===== config.mk =====
export PLATFORM = sky130hd
export DESIGN_NAME = mwr_queue
export DESIGN_NICKNAME = d
export VERILOG_FILES = /design/src/rtl/mwr_pkg.sv /design/src/rtl/mwr_queue.sv
export SDC_FILE = /design/constraint.sdc
export NUM_CORES = 1
export LEC_CHECK = 0
export BUFFER_PORTS_ARGS = -buffer_cell sky130_fd_sc_hd__buf_2
export CAP_MARGIN = 30
export CORE_ASPECT_RATIO = 0.6
export CORE_MARGIN = 2
export CORE_UTILIZATION = 42
export CTS_BUF_LIST = sky130_fd_sc_hd__clkbuf_4 sky130_fd_sc_hd__clkbuf_8
export CTS_CLUSTER_DIAMETER = 30
export DETAILED_ROUTE_END_ITERATION = 8
export GPL_ROUTABILITY_DRIVEN = 0
export GPL_TIMING_DRIVEN = 0
export PLACE_DENSITY = 0.66
export RECOVER_POWER = 100
export SYNTH_ARGS = -nofsm -noshare
export SYNTH_HDL_FRONTEND = slang
export SYNTH_SLANG_ARGS = --single-unit

===== constraint.sdc =====
create_clock -name clk -period 3.1 [get_ports clk]
set_input_delay 0.155 -clock clk [delete_from_list [all_inputs] [get_ports clk]]
set_output_delay 0.155 -clock clk [all_outputs]
set_load 0.01 [all_outputs]

===== src/rtl/mwr_pkg.sv =====
`timescale 1ns / 1ps
// ----------------------------------------------------------------------------
// mwr_pkg
// Shared types and codes for the maximum width ramp block.
// ----------------------------------------------------------------------------
package mwr_pkg;

    localparam int VALUE_W  = 32;
    localparam int LENGTH_W = 11;
    localparam int INDEX_W  = 10;
    localparam int STATUS_W = 2;

    localparam logic [STATUS_W-1:0] ST_OK       = 2'd0;
    localparam logic [STATUS_W-1:0] ST_TOO_FEW  = 2'd1;
    localparam logic [STATUS_W-1:0] ST_NOTFOUND = 2'd2;
    localparam logic [STATUS_W-1:0] ST_TOO_MANY = 2'd3;

    typedef struct packed {
        logic signed [VALUE_W-1:0] sample_value;
        logic                      final_item;
    } sample_t;

    typedef struct packed {
        logic [STATUS_W-1:0] status;
        logic [LENGTH_W-1:0] best_length;
        logic [INDEX_W-1:0]  start_index;
        logic [INDEX_W-1:0]  end_index;
        logic [LENGTH_W-1:0] pair_total;
        logic                list_truncated;
        logic                final_result;
    } result_t;

    // classified item handed from the front end to the search engine
    typedef struct packed {
        logic signed [VALUE_W-1:0] value;
        logic                      store;
        logic                      last;
        logic                      overflow;
    } q_entry_t;

endpackage


===== src/rtl/mwr_queue.sv =====
`timescale 1ns / 1ps
// ----------------------------------------------------------------------------
// mwr_queue
// Two-entry queue between the front end and the search engine.
// ----------------------------------------------------------------------------
module mwr_queue (
    input  logic              clk,
    input  logic              rst_n,
    input  logic              push_valid,
    output logic              push_ready,
    input  mwr_pkg::q_entry_t push_entry,
    output logic              pop_valid,
    input  logic              pop_ready,
    output mwr_pkg::q_entry_t pop_entry
);

    mwr_pkg::q_entry_t slot_reg [2];
    logic       wr_ptr_reg, wr_ptr_next;
    logic       rd_ptr_reg, rd_ptr_next;
    logic [1:0] count_reg, count_next;
    logic       push;
    logic       pop;

    assign push_ready = (count_reg != 2'd2);
    assign pop_valid  = (count_reg != 2'd0);
    assign pop_entry  = slot_reg[rd_ptr_reg];
    assign push       = push_valid && push_ready;
    assign pop        = pop_valid && pop_ready;

    always_comb
    begin
        wr_ptr_next = push ? ~wr_ptr_reg : wr_ptr_reg;
        rd_ptr_next = pop ? ~rd_ptr_reg : rd_ptr_reg;
        count_next  = count_reg + 2'(push) - 2'(pop);
    end

    always_ff @(posedge clk)
    begin
        if (push)
        begin
            slot_reg[wr_ptr_reg] <= push_entry;
        end
    end

    always_ff @(posedge clk or negedge rst_n)
    begin
        if (!rst_n)
        begin
            wr_ptr_reg <= 1'b0;
            rd_ptr_reg <= 1'b0;
            count_reg  <= 2'd0;
        end
        else
        begin
            wr_ptr_reg <= wr_ptr_next;
            rd_ptr_reg <= rd_ptr_next;
            count_reg  <= count_next;
        end
    end

endmodule


==> metrics.txt <==
Clock Skew 0.003456 ns; PwrDens between 800 and 900 nW/µm²; Leak 1.405 nW; Worst Hold Class in2async; first-pass GRT wire length 7.169 mm; Iter 0 DRT Violations 31; worst hold slack roughly 0.19 ns; CTS resizes 0; CTS tree done; largest net degree at the start of global routing 36; Crit. End Element flip-flop; MaxCap Viol Count 1; f_max 0.4475 GHz; fin. max-slew vios 36; M3 GR Usage about 7.2%; CTS buffer count 9; antenna violations before repair 0; drt drc 0; CTS Buffer Depth 2; Final Instance Area 3826 µm²; gr ovfl total 0; Final Util 57.81%; TritonRoute pass-1 iters 4; slew margin rel. -10.24%; WL per Instance 14.21 µm; RSZ-0062 raised after global routing no; cell count after synthesis 126; placed cell areas ~3400 µm²; via density per instance 4.415; htree depth 3; CTS root buffer clkbuf_8; Peak VDD IR 0.3576 mV; Synth Warn # 0; width of the die 110.3 µm; Post-Syn Area 2849 µm²; Layout Nets 290; # diodes 0; sequential share of the synthesized area 77.29%; port bufs 75; Crit path required time 3.03 ns; gr usage total 13.76%; DR vias 1501; Critical Path AT 2.16 ns; Final Hold Fails 0; fin worst setup slack about 0.87 ns; Area Growth Syn to Fin 34.30%; status complete, but fails checks; ratio of cells with drive above 1 in the final layout 28.06%; Reg clk slew, reported paths 0.07 ns; Post-CTS Setup Inserts 0; Worst-Margin Slew 1.654 ns; Syn Nets 167; die height 67.80 µm; Rows 23; initial cell density of the core a little over two fifths; Clock Latency Late Sink 0.33 ns; Post-Place Setup Slack 1.380 ns; WL final 4.833 mm; clock sinks 74; synthesized area per cell 22.61 µm²; dpl hpwl 3.020 mm; Filler cells 532; IO Pins between 70 and 80; Crit Path Category reg2reg; Die Footprint 7479 µm²; global routing met1 resource utilization 15.97%; Critical Path Fanout Max 35; setup TNS 0 ns; period utilization 72.08%; startpoint types flip-flop; FF+latch count, synth 74; distinct cell type count after synthesis 15; max FFs per register 70; failing checks max-capacitance violations, max-slew violations; layer with the highest usage met2; vias in the first global route 1504; Final Critical Period 2.234 ns; antenna viol nets, final 0; met2 GRT Util between 20 and 25%; Setup Viol. Count Final 0; core outline area 6619 µm²
-- metrics by stage --
stage | cells | total power [mW]
after CTS | 340 | 3.478
after floorplan | 126 | 2.251
after global placement | 288 | 2.611
after global routing | 340 | 3.500
final | 340 | 3.300
after detailed placement | 289 | 2.651
-- worst paths after layout --
path | from | endpoint | slack, ns | cells after the start
worst min register to register | wr_ptr_reg | wr_ptr_reg | 0.54 | 1
worst max register to register | count_reg[1] | slot_reg[1][5] | 0.87 | 2
min in group clk | pop_ready | rd_ptr_reg | 0.19 | 3
worst max-delay path | count_reg[1] | slot_reg[1][5] | 0.87 | 2
worst min-delay path | rst_n | wr_ptr_reg | 0.19 | 2
max in group asynchronous | rst_n | count_reg[0] | 2.73 | 2
-- cells in the final DEF (no fill, tap or decap), types with 4 or more instances in the layout --
| master | count |
|---|---|
| edfxtp_1 | 70 |
| dlygate4sd3_1 | 36 |
| mux2_4 | 17 |
| clkbuf_1 | 48 |
| dfrtp_1 | 4 |
| mux2_1 | 12 |
| buf_2 | 28 |
| clkbuf_8 | 9 |
| mux2_2 | 6 |
-- final cells by class --
type | count | area [µm²] | area share (%)
clock inverter | 5 | 80.08 | 2.093
tap | 87 | 108.9 | 2.845
clock buffer | 10 | 131.4 | 3.434
buffer | 4 | 37.54 | 0.9810
timing repair buffer | 112 | 704.4 | 18.41
inverter | 1 | 3.754 | 0.09810
sequential | 74 | 2202 | 57.55
multi-input combinational | 47 | 558.0 | 14.58
-- critical path: stages, from the launching register on --
cell	delay, ns
dfrtp_1	0.41
nand2b_1	0.12
and3_1	1.29
-- Yosys cell counts --
library cell | count | area [µm²]
mux2_2 | 6 | 67.56
dfrtp_1 | 4 | 100.1
xnor2_1 | 3 | 26.28
nor2_1 | 1 | 3.750
edfxtp_1 | 70 | 2102
mux2_4 | 29 | 435.4
ha_1 | 2 | 25.02
and3_1 | 1 | 6.260
xor2_1 | 1 | 8.760
buf_6 | 4 | 45.04
inv_1 | 1 | 3.750
and2_4 | 1 | 8.760
or2_1 | 1 | 6.260
nand2_1 | 1 | 3.750
nand2b_1 | 1 | 6.260
-- per-layer routing --
layer / up-vias / wire, µm
li1: 730 / -
met1: 707 / 2114
met2: 61 / 2253
met3: 3 / 440
met4: 0 / 25
met5: - / 0
-- kinds of logic after synthesis --
logic type,share of synthesized area [%]
flip-flops,77.29
multiplexers,17.65
AND/OR/NAND/NOR,1.230
buffers and inverters,1.713
XOR/XNOR,1.230
adder cells (fa/ha/maj),0.8782
-- what timing repair did --
action	4_1_cts	5_1_grt
setup endpoints to repair	0	0
endpoints found under the hold margin	74	0
hold buffers	36	0
-- power breakdown --
group	switching [mW]	internal, mW	leakage [nW]
sequential	0.0601	1.38	0.697
combinational	0.559	0.519	0.606
clock	0.331	0.456	0.102
total	0.949	2.35	1.40
Note: power is estimated with default switching activity, not from simulation.
