===== config.mk =====
export PLATFORM = sky130hd
export DESIGN_NAME = mwr_front
export DESIGN_NICKNAME = d
export VERILOG_FILES = /design/src/rtl/mwr_pkg.sv /design/src/rtl/mwr_front.sv
export SDC_FILE = /design/constraint.sdc
export NUM_CORES = 1
export LEC_CHECK = 0
export ABC_AREA = 0
export BUFFER_PORTS_ARGS = -buffer_cell sky130_fd_sc_hd__buf_2
export CORE_AREA = 2 2 55 57
export DETAILED_ROUTE_END_ITERATION = 6
export DIE_AREA = 0 0 57 59
export PLACE_DENSITY = 0.72
export SYNTH_ARGS = -nofsm -noshare
export SYNTH_HDL_FRONTEND = slang
export SYNTH_SLANG_ARGS = --single-unit
export TNS_END_PERCENT = 5

===== constraint.sdc =====
create_clock -name clk -period 1.5 [get_ports clk]
set_clock_uncertainty 0.05 [all_clocks]
set_input_delay 0.375 -clock clk [delete_from_list [all_inputs] [get_ports clk]]
set_output_delay 0.375 -clock clk [all_outputs]
set_load 0.05 [all_outputs]

===== src/rtl/mwr_pkg.sv =====
`timescale 1ns / 1ps
// ----------------------------------------------------------------------------
// mwr_pkg
// Shared types and codes for the maximum width ramp block.
// ----------------------------------------------------------------------------
package mwr_pkg;

    localparam int VALUE_W  = 32;
    localparam int LENGTH_W = 11;
    localparam int INDEX_W  = 10;
    localparam int STATUS_W = 2;

    localparam logic [STATUS_W-1:0] ST_OK       = 2'd0;
    localparam logic [STATUS_W-1:0] ST_TOO_FEW  = 2'd1;
    localparam logic [STATUS_W-1:0] ST_NOTFOUND = 2'd2;
    localparam logic [STATUS_W-1:0] ST_TOO_MANY = 2'd3;

    typedef struct packed {
        logic signed [VALUE_W-1:0] sample_value;
        logic                      final_item;
    } sample_t;

    typedef struct packed {
        logic [STATUS_W-1:0] status;
        logic [LENGTH_W-1:0] best_length;
        logic [INDEX_W-1:0]  start_index;
        logic [INDEX_W-1:0]  end_index;
        logic [LENGTH_W-1:0] pair_total;
        logic                list_truncated;
        logic                final_result;
    } result_t;

    // classified item handed from the front end to the search engine
    typedef struct packed {
        logic signed [VALUE_W-1:0] value;
        logic                      store;
        logic                      last;
        logic                      overflow;
    } q_entry_t;

endpackage


===== src/rtl/mwr_front.sv =====
`timescale 1ns / 1ps
// ----------------------------------------------------------------------------
// mwr_front
// Accepts items, tracks the fill level and marks stored or dropped values.
// ----------------------------------------------------------------------------
module mwr_front #(
    parameter int DEPTH = 1024
) (
    input  logic              clk,
    input  logic              rst_n,
    input  logic              sample_valid,
    output logic              sample_ready,
    input  mwr_pkg::sample_t  sample,
    output logic              push_valid,
    input  logic              push_ready,
    output mwr_pkg::q_entry_t push_entry
);

    localparam int CW = $clog2(DEPTH + 1);

    logic [CW-1:0] fill_reg, fill_next;
    logic          ov_reg, ov_next;
    logic          accept;
    logic          store;

    assign sample_ready = push_ready;
    assign push_valid   = sample_valid;
    assign accept       = sample_valid && push_ready;
    assign store        = (fill_reg < CW'(DEPTH));

    always_comb
    begin
        push_entry.value    = sample.sample_value;
        push_entry.store    = store;
        push_entry.last     = sample.final_item;
        push_entry.overflow = ov_reg | ~store;
    end

    always_comb
    begin
        fill_next = fill_reg;
        ov_next   = ov_reg;
        if (accept)
        begin
            if (sample.final_item)
            begin
                fill_next = '0;
                ov_next   = 1'b0;
            end
            else
            begin
                fill_next = fill_reg + CW'(store);
                ov_next   = ov_reg | ~store;
            end
        end
    end

    always_ff @(posedge clk or negedge rst_n)
    begin
        if (!rst_n)
        begin
            fill_reg <= '0;
            ov_reg   <= 1'b0;
        end
        else
        begin
            fill_reg <= fill_next;
            ov_reg   <= ov_next;
        end
    end

endmodule


==> qor.yml, run 1 <==
sta:
  hold_viol: 0
  slew_violations: 0
  period_share_pct: 108
  slew_headroom_pct: 81.4
  fin_crit_ps: 1630
  finalWorstSetupSlack_ps: -127
  fmaxAchievable_ghz: 0.615
  fin_tns_setup_ps: -510
  rsz0062_at_grt: "yes"
  worst_pin_slew_ps: 279
  finalSetupViolations: 7
clock_network:
  cts.reportedPaths.clkPinSlew_ps: 70
  htree_num_levels: 1
  numCtsBuffers: 3
  clock_sinks: 12
  clockBufferDepth: 2
  clk_latency_ps: 280
  cts-root-buf: "clkbuf_4"
  cts_tree: "yes"
yosys:
  yosysTopAreaCellShare_pct: 32.0
  synth_top_area_cell: "dfrtp_1"
  ys_ff_latch: 12
  synth_cell_types: 26
  synth_cells: 107
  syn_nets: 146
  ys_seq_area_share_pct: 32.0
  syn-cell-area_um2: 938
  syn_avg_cell_area_um2: 8.77
  synth_area_leaders: "dfrtp_1 32%, buf_4 29%, nand2_1 4.0%"
  yosys_warnings: 0
setup_path:
  crit_type: "reg2out"
  critPathMaxFanout: 3
  cp.arrival_ps: 1200
  slowest_stage: "dfrtp_1"
  critPathTopFamily: "flip-flops"
  startpoint_type: "register"
  path_cells: "buf_4 > or2_4 > buf_8"
  slowest_delay_ps: 380
  crit_required_ps: 1070
  cp-end-kind: "output pin"
  worst-path-buf-inv: 2
cells_and_area:
  layout-drive-gt1-share_pct: 40.0
  largest_reg_flops: 11
  layout_commonest_cell: "dfrtp_1"
  final_cell_mix: "12 x dfrtp_1, 9 x nand2_1, 7 x buf_2, 7 x buf_4"
  diodes: 0
  nets: 130
  area_delta_synth_final_pct: -0.800
routing:
  vias_per_cell: 5.40
  drtPass1Iterations: 3
  drtIter0Drc: 5
  vias: 653
  postRouteAntennaNets: 0
  wl_per_cell_um: 13.9
  drc: 0
  wirelength_mm: 1.69
power_and_ir_drop:
  power_switching_mw: 0.194
  pwr-share-comb_pct: 14.2
  swShare_pct: 27.0
  clkPwrFrac_pct: 36.3
  pwr-share-seq_pct: 49.5
  vdd_ir_drop_max_mv: 0.590
  p_leak_nw: 0.423
  power_density_nw_per_um2: 771
  p_total_mw: 0.718
  internal-power_mw: 0.524
job:
  maxCapViolCount: 0
outcome:
  failed_checks: "negative setup slack"
  outcome: "finished, violations left"
worst_hold_path:
  hold_class: "in2reg"
floorplanning:
  core_um2: 2710
  die_w_um: 57
  die_area_um2: 3360
  num_io_pins: 74
  die_h_um: 59
  fp-row-count: 19
  initial_utilization_pct: 34.6
grt:
  grt_pass1_vias: 678
  track_usage_pct: 11.5
  grt_pass1_wl_mm: 2.94
  antenna_found_initial: 0
  grt_max_degree: 13
  grt_overflow: 0
placement:
  place_congestion: 0.801
  hpwl_mm: 1.18
  placement.io_buffers: 9
## through the flow
step                      cell area [µm²]  cells  worst slack [ps]  hold WS [ps]  utilization, %
after floorplan                       963    107              25.8          29.4               -
after global placement                813    115              36.0           217            30.0
after detailed placement              813    115             -52.5           221            30.0
after CTS                             898    121              -134           360            33.1
after global routing                  931    121              -198           383            34.3
final                                 931    121              -127           373            34.3
## area by class of cell
class,count,area [µm²]
inverter,2,10.0
fill,292,1780
sequential,12,300
multi-input combinational,55,418
clock buffer,4,36.3
timing repair buffer,17,128
tap,31,38.8
## cells by family (layout without fill, tap and decap cells)
| family | count (synthesis) | count (layout) | synth area share [%] |
|---|---|---|---|
| flip-flops | 12 | 12 | 32.0 |
| multiplexers | 2 | 2 | 2.13 |
| adder cells (fa/ha/maj) | 2 | 2 | 2.67 |
| AO/OA/AOI/OAI | 17 | 17 | 10.7 |
| buffers and inverters | 40 | 23 | 30.5 |
| AND/OR/NAND/NOR | 34 | 34 | 22.0 |
## cell usage after synthesis
| cell | instances |
|---|---|
| or2_2 | 1 |
| buf_4 | 36 |
| o31ai_1 | 3 |
| and2_1 | 1 |
| and4_1 | 1 |
| clkbuf_2 | 1 |
| nand3_1 | 6 |
| inv_1 | 2 |
| or4_1 | 4 |
| and4_2 | 1 |
| nand4_4 | 1 |
| o41ai_1 | 1 |
| o21ai_0 | 6 |
| mux2i_1 | 2 |
| nor2_1 | 2 |
| nand4_1 | 1 |
| and3_1 | 1 |
| or4b_1 | 1 |
| clkbuf_1 | 1 |
| nand2b_1 | 3 |
| ha_1 | 2 |
| a21oi_1 | 4 |
| and3_2 | 1 |
| a31oi_1 | 3 |
| nand2_1 | 10 |
| dfrtp_1 | 12 |
## worst paths after layout
| path | start | end | slack (ps) | cells after the start |
|---|---|---|---|---|
| max | fill_reg[10]$_DFFE_PN0P_ | push_entry[0] | -130 | 3 |
| min | sample[0] | fill_reg[3]$_DFFE_PN0P_ | 370 | 2 |
| max reg2reg | fill_reg[10]$_DFFE_PN0P_ | fill_reg[6]$_DFFE_PN0P_ | -130 | 7 |
| min reg2reg | ov_reg$_DFFE_PN0P_ | ov_reg$_DFFE_PN0P_ | 470 | 2 |
| max in group asynchronous | rst_n | fill_reg[8]$_DFFE_PN0P_ | 740 | 2 |
| min in group asynchronous | rst_n | fill_reg[10]$_DFFE_PN0P_ | 440 | 2 |
## repair_timing
item                                    4_1_cts  5_1_grt
setup buffers                                 1        0
gates resized for setup                      10        7
endpoints found under the setup margin        4        9
hold buffers                                  1        0
pin swaps                                     4        1
endpoints found under the hold margin        12        0
## power by group through the flow
stage	Sequential [mW]	Clock (mW)	Combinational [mW]
6_report	0.356	0.260	0.102
4_1_cts	0.354	0.271	0.102
2_1_floorplan	0.354	0	0.305
5_1_grt	0.357	0.286	0.116
3_5_place_dp	0.360	0	0.0974
3_3_place_gp	0.360	0	0.0962
## worst register-to-register path, cell delays in order (launching register included)
cell and delay [ps]:
dfrtp_1 380, buf_4 140, inv_4 50, ha_4 150, ha_4 160, nand2_2 70, or4_4 430, a21oi_2 130
## per-layer routing
metal	GRT usage (%)	wire (µm)	vias to the layer above	part of all wire [%]
met5	0	0	-	0
li1	-	-	306	-
met4	8.31	65	0	3.9
met3	5.90	141	19	8.4
met1	12.0	675	306	40
met2	17.9	803	22	48
(Power assumes the default switching activity.)
==> inputs of run 2 (changes only) <==
--- a/config.mk
+++ b/config.mk
@@ -11,6 +11,7 @@
 export DETAILED_ROUTE_END_ITERATION = 6
 export DIE_AREA = 0 0 57 59
 export PLACE_DENSITY = 0.72
+export SETUP_SLACK_MARGIN = 0.5
 export SYNTH_ARGS = -nofsm -noshare
 export SYNTH_HDL_FRONTEND = slang
 export SYNTH_SLANG_ARGS = --single-unit
==> run 2 against run 1 <==
Net effect:
- the flow still finishes with violations (negative setup slack)
- via count up 4.1%
- non-clock buffer count unchanged
- final cell count unchanged
==> qor.yml, run 2 (synthesis results as in run 1) <==
floorplanning:
  num_io_pins: 74
  initial_utilization_pct: 34.6
  die_h_um: 59
  core_um2: 2710
  die_area_um2: 3360
  die_w_um: 57
  fp-row-count: 19
setup_path:
  crit_required_ps: 1670
  rrSetupSlack_ps: -50
  startpoint_type: "register"
  path_cells: "inv_2 > ha_4 > ha_4 > nand2_4 > or4_4 > a21oi_2"
  cp-end-kind: "register"
  critPathMaxFanout: 4
  cp.arrival_ps: 1720
  r2r-end: "fill_reg[6]$_DFFE_PN0P_"
  slowest_delay_ps: 420
  rr_startpoint: "fill_reg[10]$_DFFE_PN0P_"
  crit_type: "reg2reg"
  worst_r2r_path_depth: 6
  crit_top_cell: "ha_4"
  slowest_stage: "dfrtp_1"
power_and_ir_drop:
  p_total_mw: 0.776
  p_leak_nw: 0.469
  vdd_ir_drop_max_mv: 0.598
  power_density_nw_per_um2: 763
clock_network:
  clockBufferDepth: 2
  cts.reportedPaths.clkPinSlew_ps: 80
  cts_tree: "yes"
  numCtsBuffers: 3
  htree_num_levels: 1
  cts-root-buf: "clkbuf_4"
  clock_sinks: 12
  clk_latency_ps: 280
placement:
  postPlaceCellArea_um2: 808
  hpwl_mm: 1.40
  place_congestion: 0.774
  placement.io_buffers: 9
job:
  maxCapViolCount: 0
worst_hold_path:
  hold_class: "in2reg"
  min_to: "ov_reg$_DFFE_PN0P_"
  hp-start: "push_ready"
  hold_path_depth: 3
sta:
  worst_pin_slew_ps: 287
  slew_violations: 0
  holdWs_ps: 338
  fin_tns_setup_ps: -150
  rsz0062_at_grt: "yes"
  fin_crit_ps: 1550
  hold_viol: 0
  period_share_pct: 104
  finalWorstSetupSlack_ps: -53.7
  slew_headroom_pct: 80.9
  finalSetupViolations: 5
  fmaxAchievable_ghz: 0.644
cells_and_area:
  final_cell_mix: "12 x dfrtp_1, 9 x nand2_1, 7 x buf_4"
  largest_reg_flops: 11
  area_delta_synth_final_pct: 8.40
  seq_area_um2: 300
  layout_commonest_cell: "dfrtp_1"
  diodes: 0
  fin_area_um2: 1020
  final_core_util_pct: 37.5
  layout-drive-gt1-share_pct: 42.2
  num-fill-cells: 286
  nets: 130
  multiInputGateArea_um2: 434
grt:
  grt_pass1_wl_mm: 3.15
  grt.met3_usage_pct: 5.90
  global_route.usage.met1_pct: 12.9
  grt_max_degree: 13
  track_usage_pct: 11.9
  grt_pass1_vias: 707
  met2_usage_pct: 18.9
  grt_overflow: 0
  busiest_layer: "met2"
  antenna_found_initial: 0
routing:
  vias_per_cell: 5.62
  postRouteAntennaNets: 0
  wirelength_mm: 2.07
  drc: 0
  drtIter0Drc: 37
  drtPass1Iterations: 4
  wl_per_cell_um: 17.1
  vias: 680
outcome:
  failed_checks: "negative setup slack"
  outcome: "finished, violations left"
## run 2: changes by cell type in the layout (fill, tap and decap cells not counted), moves of 3 or more
cell	before	now
buf_12	0	4
buf_2	7	1
o21ai_0	6	2
o21ai_1	0	3
## run 2: stage by stage
step / instances / setup WS [ps]
global placement: 114 / 33.6
detailed placement: 114 / -66.6
finish: 121 / -53.7
CTS: 121 / -69.1
floorplan: 107 / 35.2
global route: 121 / -137
## run 2: how the worst max path moves through the flow
stage | startpoint | end | cells past startpoint
floorplan | fill_reg[10]$_DFFE_PN0P_ | fill_reg[7]$_DFFE_PN0P_ | 5
global placement | fill_reg[10]$_DFFE_PN0P_ | fill_reg[8]$_DFFE_PN0P_ | 6
detailed placement | fill_reg[10]$_DFFE_PN0P_ | fill_reg[8]$_DFFE_PN0P_ | 6
CTS | fill_reg[10]$_DFFE_PN0P_ | fill_reg[8]$_DFFE_PN0P_ | 6
global route | fill_reg[10]$_DFFE_PN0P_ | fill_reg[6]$_DFFE_PN0P_ | 6
finish | fill_reg[10]$_DFFE_PN0P_ | fill_reg[6]$_DFFE_PN0P_ | 6
## run 2: final cells by class
class / instances / share of cell area (%)
Clock buffer: 4 / 3.57
Tap cell: 31 / 3.81
Multi-Input combinational cell: 55 / 42.7
Timing Repair Buffer: 17 / 19.7
Sequential cell: 12 / 29.5
Inverter: 2 / 0.738
## run 2: per-layer routing
layer  wire length (µm)  vias to the layer above
met2               1070                       34
met4                 68                        0
li1                   -                      306
met1                760                      320
met3                171                       20
met5                  0                        -
## run 2: what timing repair did
action,CTS,global route
pin swaps,9,4
resized for setup,26,17
endpoints found under the hold margin,12,0
hold buffers,1,0
buffers inserted,2,0
setup endpoints to repair,16,16
cloned,0,0
## run 2: worst max-delay path: cells and delay by family (launching register included)
family	cells	cell delay [ps]
DFF	1	420
adders and majority gates	2	310
AOI/OAI and AO/OA	1	150
buffers and inverters	1	90
and+or+nand+nor	2	470
## run 2: power breakdown
part           internal [mW]  switching (mW)
logic                 0.0755          0.0755
registers              0.335          0.0176
clock network          0.148           0.124
